--- src/sv/fba_divider.sv ---
// ----------------------------------------------------------------------------
// fba_divider
// Restoring unsigned divider, one quotient bit per cycle.
// ----------------------------------------------------------------------------
module fba_divider #(
   parameter int DVD_W = 42,
   parameter int DVS_W = 8
) (
   input  logic             clock,
   input  logic             reset,
   input  logic             start,
   input  logic [DVD_W-1:0] dividend,
   input  logic [DVS_W-1:0] divisor,
   output logic             done,
   output logic [DVD_W-1:0] quotient
);

   localparam int CW = $clog2(DVD_W + 1);

   logic             busy_ff, busy_in;
   logic             done_ff, done_in;
   logic [CW-1:0]    cnt_ff, cnt_in;
   logic [DVS_W-1:0] rem_ff, rem_in;
   logic [DVS_W-1:0] dvs_ff, dvs_in;
   logic [DVD_W-1:0] quo_ff, quo_in;
   logic [DVS_W:0]   sh, diff;

   assign sh   = {rem_ff, quo_ff[DVD_W-1]};
   assign diff = sh - {1'b0, dvs_ff};

   always_comb begin
      busy_in = busy_ff;
      done_in = 1'b0;
      cnt_in  = cnt_ff;
      rem_in  = rem_ff;
      dvs_in  = dvs_ff;
      quo_in  = quo_ff;
      if (start) begin
         busy_in = 1'b1;
         cnt_in  = '0;
         rem_in  = '0;
         dvs_in  = divisor;
         quo_in  = dividend;
      end else if (busy_ff) begin
         if (!diff[DVS_W]) begin
            rem_in = diff[DVS_W-1:0];
            quo_in = {quo_ff[DVD_W-2:0], 1'b1};
         end else begin
            rem_in = sh[DVS_W-1:0];
            quo_in = {quo_ff[DVD_W-2:0], 1'b0};
         end
         cnt_in = cnt_ff + CW'(1);
         if (cnt_ff == CW'(DVD_W - 1)) begin
            busy_in = 1'b0;
            done_in = 1'b1;
         end
      end
   end

   always_ff @(posedge clock) begin
      if (reset) begin
         busy_ff <= 1'b0;
         done_ff <= 1'b0;
      end else begin
         busy_ff <= busy_in;
         done_ff <= done_in;
      end
      cnt_ff <= cnt_in;
      rem_ff <= rem_in;
      dvs_ff <= dvs_in;
      quo_ff <= quo_in;
   end

   assign done     = done_ff;
   assign quotient = quo_ff;

endmodule

--- config.mk ---
export PLATFORM = sky130hd
export DESIGN_NAME = fba_divider
export DESIGN_NICKNAME = d
export VERILOG_FILES = /design/src/sv/fba_divider.sv
export SDC_FILE = /design/constraint.sdc
export NUM_CORES = 1
export LEC_CHECK = 0
export BUFFER_PORTS_ARGS = -buffer_cell sky130_fd_sc_hd__buf_2
export CORE_MARGIN = 10
export CORE_UTILIZATION = 40
export DETAILED_ROUTE_END_ITERATION = 12
export GPL_TIMING_DRIVEN = 0
export MAX_ROUTING_LAYER = met4
export PLACE_DENSITY = 0.64
export SYNTH_ARGS = -nofsm -noshare
export SYNTH_HDL_FRONTEND = slang
export SYNTH_SLANG_ARGS = --single-unit
--- constraint.sdc ---
create_clock -name clock -period 3.3 [get_ports clock]
set_clock_uncertainty 0.1 [all_clocks]
set_input_delay 0.495 -clock clock [delete_from_list [all_inputs] [get_ports clock]]
set_output_delay 0.495 -clock clock [all_outputs]
set_load 0.1 [all_outputs]
# Yosys cells after proc, flatten, opt, wreduce, memory -nomap -nowiden
# Cells that the tools add are included.
[totals]
ff_bits = 66
latch_bits = 0
ramBits = 0
mem_bits_ro = 0
elab_cells = 20
mem_count = 0
[op_classes]
addsub = 2
multipliers = 0
div = 0
n_lt_le_gt_ge = 0
eq_ne = 1
shifts = 0
n_mux = 8
bitwise = 1
n_reduce_logical = 2
[ops]
columns = ["cell", "n"]
rows = [
  ["$mux W42", 2],
  ["$sub A9 B8 Y9", 1],
  ["$mux W8", 1],
  ["$add A6 B1 Y6 const B", 1],
  ["$eq A6 B6 Y1 const B", 1],
  ["$mux W1", 5],
  ["$reduce_or A3 Y1", 1],
  ["$reduce_bool A2 Y1", 1],
  ["$not A1 Y1", 1],
]

# Depth between registers and ports, before layout
[depth]
ltp_word = 4
ltp_mapped = 10
ltp_nobuf = 9

# Worst setup path after synthesis
# OpenSTA, ideal clock, no wires.
[synth_path]
path_kind = "register to register"
from = "reg quo_ff[41], in the netlist quotient[41]"
to = "reg quo_ff[0], in the netlist quotient[0], data pin"
arrival_ns = 2.783
t_required_ns = 2.940
path_slack_ns = 0.157
stages_incl_launch_ff = 10
n_path_buf = 1
synth_period_minus_slack_ns = 3.143
path_cell_list = "edfxtp_1 inv_1 ha_1 fa_1 nand2b_1 a211oi_2 mux2i_1 nand2_2 buf_6 mux2_2"
[synth_via]
elab_chain_len = 4
[synth_lines]
columns = ["item", "line", "text"]
rows = [
  ["from (decl)", "25", "logic [DVD_W-1:0] quo_ff, quo_in;"],
  ["from (signal assigned)", "71", "quo_ff <= quo_in;"],
  ["$sub A9 B8 Y9", "29", "assign diff = sh - {1'b0, dvs_ff};"],
  ["$mux W1", "45", "if (!diff[DVS_W]) begin"],
  ["$mux W42", "44", "end else if (busy_ff) begin"],
  ["$mux W42", "38", "if (start) begin"],
  ["net quo_in[0]", "25", ""],
]
# The timed path passes the listed nets, and every way through them passes these cells. The select of a mux whose other input is x is not followed.
# A chain may end at the register's enable or synchronous reset.

# Worst setup path in the final report
# Ends and elaborated chain as after synthesis.

==> impl_metrics.csv <==
group,metric,value,unit
status,status,"finished clean",
yosys,syn-cell-area,3160,µm²
yosys,avgSynthCellArea,13.4,µm²
yosys,synth_edf_count,50,
pwr,power_leakage,1.63,nW
place,io_buffers,95,
yosys,syn_nets,299,
timing,rsz0062_at_grt,"no",
routing,totalWireLength,7.07,mm
cells_and_area,fin_util,51.4,%
cells_and_area,nets,405,
yosys,synth_seq_cells,66,
die,core_area,7690,µm²
timing,hold_violations,0,
routing,dr.pass1.iters,4,
routing,vias_per_cell,4.85,
clock_network,clockBufferDepth,2,
timing,setup-violations-final,0,
yosys,synth_most_common_cell,"edfxtp_1",
clock_network,root_buffer,"clkbuf_8",
cells_and_area,final.fill_count,716,
die,initial_core_util,41.1,%
yosys,ys_async_sr_fraction,0,%
global_route,grt_max_degree,44,
clock_network,post_cts_resized,0,
yosys,synth_common_cells,"50 x edfxtp_1, 43 x mux2_2, 16 x dfxtp_1, 16 x nor2_1, 14 x inv_1",
die,io-pin-count,96,
yosys,synth_top_area_share,47.5,%
setup_path,required,3290,ps
routing,routedWlPerCell,15.7,µm
yosys,yosysTopAreaCell,"edfxtp_1",
routing,vias,2179,
routing,antenna_left,0,
run,cap_violations,0,
cells_and_area,drive_above_1_share,48.3,%
global_route,grt_pass1_wl,11.0,mm
yosys,synthFlopType,"edfxtp_1",
setup_path,rrSetupSlack,560,ps
routing,drt_iter0_markers,90,
routing,drcViolationCount,0,
place,dp_hpwl,5.34,mm
timing,fin_crit,2740,ps
yosys,ys_warn_count,0,
cells_and_area,area_growth,25.0,%
timing,tightestPinTransition,908,ps
cells_and_area,finalNonFillerCells,449,
die,die-area,11800,µm²
setup_path,critPathMaxFanout,10,
place,gp_congestion,0.740,
yosys,synthCells,235,
setup_path,cp.arrival,2730,ps
setup_path,critPathKind,"flop to flop",
worst_hold_path,hold_class,"primary input to flop",
die,dieHeight,109,µm
die,die_w,109,µm
pwr,p_per_area,617,nW/µm²
clock_network,ctsHoldBuffers,0,
clock_network,h-tree-depth,3,
timing,setup_tns,0,ps
clock_network,cts_setup_buffers,0,
pwr,ir_drop,360,µV
global_route,grt_pass1_vias,2287,
yosys,synth.area.top_cells,"edfxtp_1 48%, mux2_2 15%, dfxtp_1 10%, ha_1 4.0%, mux2i_1 1.9%",
setup_path,end_kind,"flop",
clock_network,cts_tree,"done",
global_route,grt_util_all_layers,12.4,%
place,dp_cells,432,
timing,max_freq,0.365,GHz
timing,period_share,83.0,%
global_route,grt_antenna_before_repair,1,
die,rows,32,
yosys,synth.distinct_cells,50,
timing,slew_violations,0,
setup_path,crit_path_start_kind,"flop",
timing,slew_headroom,39.4,%
clock_network,clock_latency,330,ps
yosys,synth_seq_area_share,57.7,%
clock_network,path_clk_slew,70,ps
global_route,gr-total-overflow,0,
clock_network,cts_made_buffers,9,
clock_network,cts.sinks,66,
-- cells by family after synthesis --
group | Yosys count | synth area share [%]
xor+xnor | 5 | 1.39
fa+ha+maj | 11 | 4.60
compound gates | 29 | 6.70
flops | 66 | 57.7
mux | 49 | 17.2
buf+inv | 23 | 3.25
simple gates | 52 | 9.15
-- worst paths after layout --
kind,startpoint,cells after the start,to
setup / recovery,quotient[41]$_DFFE_PP_,9,quotient[0]$_DFFE_PP_
hold / removal,divisor[1],1,dvs_ff[1]$_DFFE_PP_
setup reg to reg,quotient[41]$_DFFE_PP_,9,quotient[0]$_DFFE_PP_
hold reg to reg,rem_ff[2]$_SDFFE_PP0P_,2,rem_ff[2]$_SDFFE_PP0P_
-- per-stage QoR --
stage	total power, mW	instance area [µm²]	hold slack (ps)	setup slack, ps
after global routing	2.54	3950	215	454
after floorplan	1.67	3160	343	157
after global placement	1.81	3760	366	440
after CTS	2.47	3950	212	563
final	2.44	3950	231	561
after detailed placement	1.81	3760	388	580
-- layout by cell type (no fill, tap or decap), types with 2 or more instances in the layout --
| cell type | instances |
|---|---|
| inv_1 | 13 |
| mux2i_1 | 6 |
| nand4_1 | 2 |
| a211oi_1 | 4 |
| nor2_1 | 16 |
| dfxtp_1 | 16 |
| nor3_1 | 4 |
| mux2_2 | 43 |
| xnor2_1 | 2 |
| a21oi_1 | 5 |
| clkinv_2 | 3 |
| buf_4 | 2 |
| clkbuf_1 | 6 |
| ha_1 | 10 |
| buf_2 | 96 |
| or2b_1 | 3 |
| o22ai_1 | 2 |
| nand2_1 | 9 |
| xor2_1 | 3 |
| edfxtp_1 | 50 |
| clkbuf_8 | 9 |
| nand2b_1 | 3 |
| o21ai_0 | 6 |
-- critical path, stage by stage, from the launching register on --
cell      delay (ps)
edfxtp_1         380
inv_1             60
ha_1             220
fa_1             420
nand2b_1         220
a211oi_2         220
mux2i_1          340
nand2_2          110
buf_6            170
mux2_2           260
-- sequential cells by signal (all words and copies together) (netlist names) --
| name | flops |
|---|---|
| dvs_ff | 8 |
| done | 1 |
| busy_ff | 1 |
| cnt_ff | 6 |
| quotient | 42 |
| rem_ff | 8 |
-- power breakdown --
group | switching (mW) | internal [mW]
Clock | 0.300 | 0.344
Sequential | 0.0393 | 0.988
Combinational | 0.576 | 0.190
-- routing by layer --
metal	GRT usage (%)	vias to the layer above	part of all wire, %
li1	-	1089	-
met5	-	-	0
met4	5.65	0	1.3
met1	15.3	1021	48
met2	18.8	57	47
met3	3.01	12	3.8
-- cell type report --
| class | instances | area [µm²] | area share [%] |
|---|---|---|---|
| diodes | 1 | 2.50 | 0.0634 |
| plain buffers | 9 | 50.0 | 1.27 |
| clock buffers | 10 | 128 | 3.23 |
| clock inverters | 6 | 57.6 | 1.46 |
| inverters | 14 | 52.6 | 1.33 |
| multi-input cells | 146 | 1230 | 31.2 |
| flip-flops and latches | 66 | 1820 | 46.1 |
| well taps | 102 | 128 | 3.23 |
| repair buffers | 95 | 475 | 12.0 |
(Power assumes the default switching activity.)
