## config.mk

```make
export PLATFORM = sky130hd
export DESIGN_NAME = fba_isqrt
export DESIGN_NICKNAME = d
export VERILOG_FILES = /design/src/sv/fba_pkg.sv /design/src/sv/fba_isqrt.sv
export SDC_FILE = /design/constraint.sdc
export NUM_CORES = 1
export LEC_CHECK = 0
export BUFFER_PORTS_ARGS = -buffer_cell sky130_fd_sc_hd__buf_2
export CAP_MARGIN = 20
export CORE_MARGIN = 1
export CORE_UTILIZATION = 45
export CTS_BUF_LIST = sky130_fd_sc_hd__clkbuf_2
export DETAILED_ROUTE_END_ITERATION = 6
export SYNTH_ARGS = -nofsm -noshare
export SYNTH_HDL_FRONTEND = slang
export SYNTH_SLANG_ARGS = --single-unit
```

## constraint.sdc

```tcl
create_clock -name clock -period 11.2 [get_ports clock]
set_clock_uncertainty 0.15 [all_clocks]
set_input_delay 1.12 -clock clock [delete_from_list [all_inputs] [get_ports clock]]
set_output_delay 1.12 -clock clock [all_outputs]
set_load 0.01 [all_outputs]
```

## src/sv/fba_pkg.sv

```systemverilog
// ----------------------------------------------------------------------------
// fba_pkg
// Shared types, constants and twiddle helpers for the band energy analyzer.
// ----------------------------------------------------------------------------
package fba_pkg;

   localparam int SAMPLE_W = 16;
   localparam int TW_W     = 18;
   localparam int SPEC_W   = 32;
   localparam int LEVEL_W  = 26;
   localparam logic [LEVEL_W-1:0] LEVEL_MAX = '1;
   localparam longint unsigned PIH_Q30 = 64'd1686629713;

   typedef enum logic [12:0] {
      ST_CLEAR     = 13'b0000000000001,
      ST_IDLE      = 13'b0000000000010,
      ST_MAC       = 13'b0000000000100,
      ST_ROUND     = 13'b0000000001000,
      ST_READ      = 13'b0000000010000,
      ST_SQUARE    = 13'b0000000100000,
      ST_SQRT_GO   = 13'b0000001000000,
      ST_SQRT_WAIT = 13'b0000010000000,
      ST_DIVL_GO   = 13'b0000100000000,
      ST_DIVL_WAIT = 13'b0001000000000,
      ST_DIVH_GO   = 13'b0010000000000,
      ST_DIVH_WAIT = 13'b0100000000000,
      ST_DONE      = 13'b1000000000000
   } state_type;

   // clamp Q30 to [0, 1.0] and round to Q16
   function automatic longint q30_to_q16(longint v);
      longint t;
      t = v;
      if (t < 0) t = 0;
      if (t > (longint'(1) << 30)) t = longint'(1) << 30;
      return (t + 8192) >>> 14;
   endfunction

endpackage

```

## src/sv/fba_isqrt.sv

```systemverilog
// ----------------------------------------------------------------------------
// fba_isqrt
// Floor square root of a 64-bit value, one result bit per cycle.
// ----------------------------------------------------------------------------
module fba_isqrt
   import fba_pkg::*;
(
   input  logic        clock,
   input  logic        reset,
   input  logic        start,
   input  logic [63:0] operand,
   output logic        done,
   output logic [31:0] root
);

   logic        busy_ff, busy_in;
   logic        done_ff, done_in;
   logic [63:0] v_ff, v_in;
   logic [63:0] res_ff, res_in;
   logic [63:0] bit_ff, bit_in;
   logic [64:0] diff;

   assign diff = {1'b0, v_ff} - ({1'b0, res_ff} + {1'b0, bit_ff});

   always_comb begin
      busy_in = busy_ff;
      done_in = 1'b0;
      v_in    = v_ff;
      res_in  = res_ff;
      bit_in  = bit_ff;
      if (start) begin
         busy_in = 1'b1;
         v_in    = operand;
         res_in  = '0;
         bit_in  = 64'(1) << 62;
      end else if (busy_ff) begin
         if (!diff[64]) begin
            v_in   = diff[63:0];
            res_in = (res_ff >> 1) + bit_ff;
         end else begin
            res_in = res_ff >> 1;
         end
         bit_in = bit_ff >> 2;
         if (bit_ff == 64'(1)) begin
            busy_in = 1'b0;
            done_in = 1'b1;
         end
      end
   end

   always_ff @(posedge clock) begin
      if (reset) begin
         busy_ff <= 1'b0;
         done_ff <= 1'b0;
      end else begin
         busy_ff <= busy_in;
         done_ff <= done_in;
      end
      v_ff   <= v_in;
      res_ff <= res_in;
      bit_ff <= bit_in;
   end

   assign done = done_ff;
   assign root = res_ff[31:0];

endmodule

```

## After elaboration in Yosys (flattened, before gate mapping)

Cells that the tools add are included.

| storage, ports and cells | value |
|---|---|
| word-level logic and storage cells | 22 |
| flip-flop bits (word level) | 162 |
| output and inout bits | 33 |
| bits of input ports | 67 |

| operators by class | value |
|---|---|
| bitwise gates (word level) | 1 |
| add/subtract/negate cells | 3 |
| reduce and logical (&&, ||, !) cells | 3 |
| eq/ne operators | 2 |
| mux-type cells | 8 |

Operators by type and width:

| cell | number |
|---|---|
| $mux W64 | 4 |
| $add A64 B63 Y65 | 1 |
| $sub A64 B65 Y65 | 1 |
| $add A63 B63 Y64 | 1 |
| $eq A32 B1 Y1 const B | 1 |
| $mux W1 | 4 |
| $reduce_or A3 Y1 | 1 |
| $ne A2 B2 Y1 const B | 1 |
| $reduce_and A2 Y1 | 1 |
| $reduce_bool A2 Y1 | 1 |
| $not A1 Y1 | 1 |

## Logic depth before layout (Yosys ltp)

| logic depth | value |
|---|---|
| depth in word-level cells | 5 |
| gate-level depth with buffers | 18 |
| depth with buffers taken out | 16 |

## Worst setup path before layout

OpenSTA, ideal clock, no wires.

| timing | value |
|---|---|
| kind | reg-to-reg |
| start point | reg res_ff[0] |
| end point | reg v_ff[0] (enable) |
| data required time | 10476 ps |
| arrival | 8030 ps |
| setup time | 574 ps |
| path buffers | 2 |
| slack | 2445 ps |
| period minus slack after synthesis | 8755 ps |
| cell stages (with the launch flop) | 18 |
| cells stage by stage | dfxtp_1 -> inv_1 -> fa_1 -> inv_1 -> ha_1 -> or2_2 -> fa_1 -> nor3b_2 -> o31ai_4 -> o2111ai_2 -> nand3_1 -> o211ai_2 -> o21ai_2 -> a41oi_4 -> xor2_4 -> buf_6 -> buf_6 -> o21ai_0 |

| between the ends | value |
|---|---|
| longest elaborated chain between the ends | 4 |

RTL lines:

| element | RTL line | text |
|---|---|---|
| from (decl) | fba_isqrt.sv:19 | `logic [63:0] res_ff, res_in;` |
| from (signal assigned) | fba_isqrt.sv:60 | `res_ff <= res_in;` |
| $add A64 B63 Y65 | fba_isqrt.sv:23 | `assign diff = {1'b0, v_ff} - ({1'b0, res_ff} + {1'b0, bit_ff});` |
| $sub A64 B65 Y65 | fba_isqrt.sv:23 |  |
| $ne A2 B2 Y1 (no source line) | - |  |
| $reduce_and A2 Y1 (no source line) | - |  |
| to (signal assigned) | fba_isqrt.sv:59 | `v_ff <= v_in;` |
| to (decl) | fba_isqrt.sv:18 | `logic [63:0] v_ff, v_in;` |

No other way between the ends.
A chain may end at the register's enable or synchronous reset.

## Worst setup path in the final report

| timing | value |
|---|---|
| start point | reg res_ff[0] |
| end point | reg res_ff[55] |

| between the ends | value |
|---|---|
| longest elaborated chain between the ends | 3 |

RTL lines:

| element | RTL line | text |
|---|---|---|
| $add A64 B63 Y65 | fba_isqrt.sv:23 |  |
| $sub A64 B65 Y65 | fba_isqrt.sv:23 |  |
| $mux W64 | fba_isqrt.sv:37 | `if (!diff[64]) begin` |

No other way between the ends.

==> results.md <==
* Tightest Pin Transition at slightly above 0.9 ns
* Highest Clock Rate at 174 MHz
* Layout area overhead at 4.48%
* Fill count at around 3.3k
* NumNets Final at 2086
* Synth async-reset ratio at 0
* Met3 usage at 0.0417
* Setup TNS at 0 ns
* Syn Std Cell Area at 15100 um^2
* Final Max Tran Viols at 0
* Cells after Synth at 1853
* First-pass DRT Iterations at 7
* DR vias/cell at just under 6
* Endpoint type of the worst setup path: flip-flop
* Pwr dens at ~270 nW/um^2
* Ys Warns at 0
* Post-synthesis sequential area ratio at 0.258
* Met2 Resource Use GR at 0.397
* Core area at about 33000 um^2
* H-Tree Depth at 4
* GPL Wtd Cong at roughly 0.93
* Synthesized flop and latch total at approximately 160
* Worst Hold Slack at 0.276 ns
* Worst EP arrival at approximately 6.3 ns
* Die height at roughly 190 um
* Drt wl/cell at 18.2 um
* Clock slew at reported path FFs at roughly 0.27 ns
* Hold Path Class: in2reg
* Met1 GRT Util at 0.339
* Hold Fails Final Rpt at 0
* DRC Markers at 0
* IO Port Bufs at between 90 and 100
* Finished Core Util at 0.481
* Crit Path Max Fanout at 60
* Most Crowded Layer GR: met2
* Net Count, Synth at 2081
* Vias at between 10k and 15k
* Number of library cell types mapped by synthesis at 86
* Min cycle time layout at between 5 and 6 ns
* CP required at between 10 and 15 ns
* Clk Latency, worst-skew pair at 0.84 ns
* Layout cells sized above 1 at 0.107
* CTS Buffer Depth at 2
* Largest net degree at the start of global routing at 95
* Grt total ovfl at 0
* Setup CP Type: reg2reg
* Post-DP HPWL at 31.8 mm
* Number of global-route vias before repair at around 13k
* Period utilization at 0.512
* Clock Sinks at between 150 and 200
* CTS buffer count at 17
* Antenna violations before repair at 1
* Global-route wire length before repair at 66.8 mm
* Status: completed
* IO Pins at 100
* Critical Path Start Type: flip-flop
* Post-CTS setup repair buffer count at 0
* Cell row count at 66
* Non-Filler Instances at approximately 2.3k
* Die width at 185 um
* Leakage Power at 0.00660 uW
* Placed cell count at roughly 2.3k
* Ys flop type: dfxtp_1
* Hold buffer count at cts at 0
* Relative slew slack at 0.388
* Routed Antenna Nets at 0
* Tot GR Track Use at 0.250
* Worst setup margin at around 5.5 ns
* Root Buffer: clkbuf_2
* Setup violators final at 0
* CTS tree: done
* Post_cts resized at 0
* Initial DRC Count at between 900 and 1k
* DIE AREA at 34300 um^2
* Average size of a mapped cell at 8.14 um^2
* VDD IR max at around 0.18 mV
* Initial Util at 0.460
* Post-placement setup slack at roughly 5.5 ns
* Max-cap violation count at 0
* RSZ-0062 raised after global routing: no
* Final wirelength at ~42 mm
* EDFF count, synth at 64
stage by stage:
stage                     power [uW]  cell area, um^2
after floorplan                 3270            15100
after global placement          3830            15500
after detailed placement        3860            15500
after CTS                       4200            15800
after global routing            4580            15800
final                           4210            15800
cells in the mapped netlist (22+ instances only):
cell        n  area, um^2
a211oi_1   22         165
a21o_1     37         278
a21oi_1   134         671
a22oi_1    25         188
a31oi_1    28         175
buf_4      33         248
clkbuf_1   61         229
dfxtp_1    98        1960
edfxtp_1   64        1920
fa_1       33         661
ha_1      128        1600
inv_1     195         732
mux2i_1    88         881
nand2_1   195         732
nand3_1    24         120
nand4_1    30         188
nor2_1    117         439
nor3_1     43         215
nor4_1     34         213
o21ai_0   100         500
o21ai_1    29         145
o31ai_1    23         173
xnor2_1    45         394
xor2_1     24         210
cell type report:
| cell class | count | area (um^2) | share of cell area |
|---|---|---|---|
| multi-input combinational | 1372 | 9800 | 0.622 |
| sequential | 162 | 3890 | 0.247 |
| inverter | 196 | 736 | 0.0467 |
| timing repair buffer | 109 | 577 | 0.0366 |
| tap | 442 | 553 | 0.0351 |
| clock inverter | 13 | 108 | 0.00683 |
| clock buffer | 19 | 95.1 | 0.00603 |
| antenna | 2 | 5.00 | 0.000318 |
cell usage in the layout (no fill, tap or decap), drive strengths merged, types with 23 or more instances in the layout:
master | Yosys | final
nand3 | 24 | 24
fa | 33 | 33
o31ai | 25 | 25
inv | 195 | 201
nand2 | 196 | 196
a211oi | 23 | 23
buf | 61 | 109
xnor2 | 45 | 45
nand4 | 30 | 30
edfxtp | 64 | 64
a21o | 37 | 37
dfxtp | 98 | 98
xor2 | 25 | 25
a21oi | 136 | 136
ha | 128 | 128
nor4 | 34 | 34
nor2 | 117 | 117
o21ai | 133 | 133
a22oi | 25 | 25
nor3 | 43 | 43
mux2i | 88 | 88
a31oi | 29 | 29
sequential cells by signal (all words and copies together), names as in the netlist:
register / flops
busy_ff: 1
res_ff: 64
v_ff: 64
done: 1
bit_ff: 32
power by group:
part           total, uW  switching (uW)  internal, uW
sequential           946             113           833
combinational       2950            1800          1150
clock                320             238          81.5
total               4210            2150          2060
final timing paths:
kind,startpoint,endpoint,slack [ns],cells after the start
min reg2reg,res_ff[0],res_ff[0],0.37,2
max,res_ff[0],res_ff[55],5.47,18
max reg2reg,res_ff[0],res_ff[55],5.47,18
min,reset,busy_ff,0.28,2
kinds of logic (layout without fill, tap and decap cells):
logic type	after synthesis	after routing	share of synthesized area
XOR/XNOR	70	70	0.0419
adder cells (fa/ha/maj)	161	161	0.150
other	0	2	0
buffers and inverters	319	337	0.0938
AND/OR/NAND/NOR	519	519	0.161
multiplexers	105	105	0.0711
flip-flops	162	162	0.258
AO/OA/AOI/OAI	517	517	0.225
worst max-delay path, cell delays in order, from the launching register on:
cell,delay [ns]
dfxtp_1,0.41
inv_1,0.07
fa_1,0.56
inv_1,0.05
ha_1,0.18
or2_2,0.29
fa_1,0.43
nor3b_2,0.28
o31ai_4,0.14
o2111ai_2,0.25
nand3_1,0.17
o211ai_2,0.33
o21ai_2,0.15
a41oi_4,0.28
xor2_4,0.20
buf_4,0.41
buf_4,0.75
o21ai_0,0.24
a311oi_2,0.29
metal layers:
metal,vias up,part of all wire
met3,62,0.053
met5,-,0
met1,6301,0.47
met4,0,0.024
met2,356,0.45
li1,6628,-
Note: power is estimated with default switching activity, not from simulation.
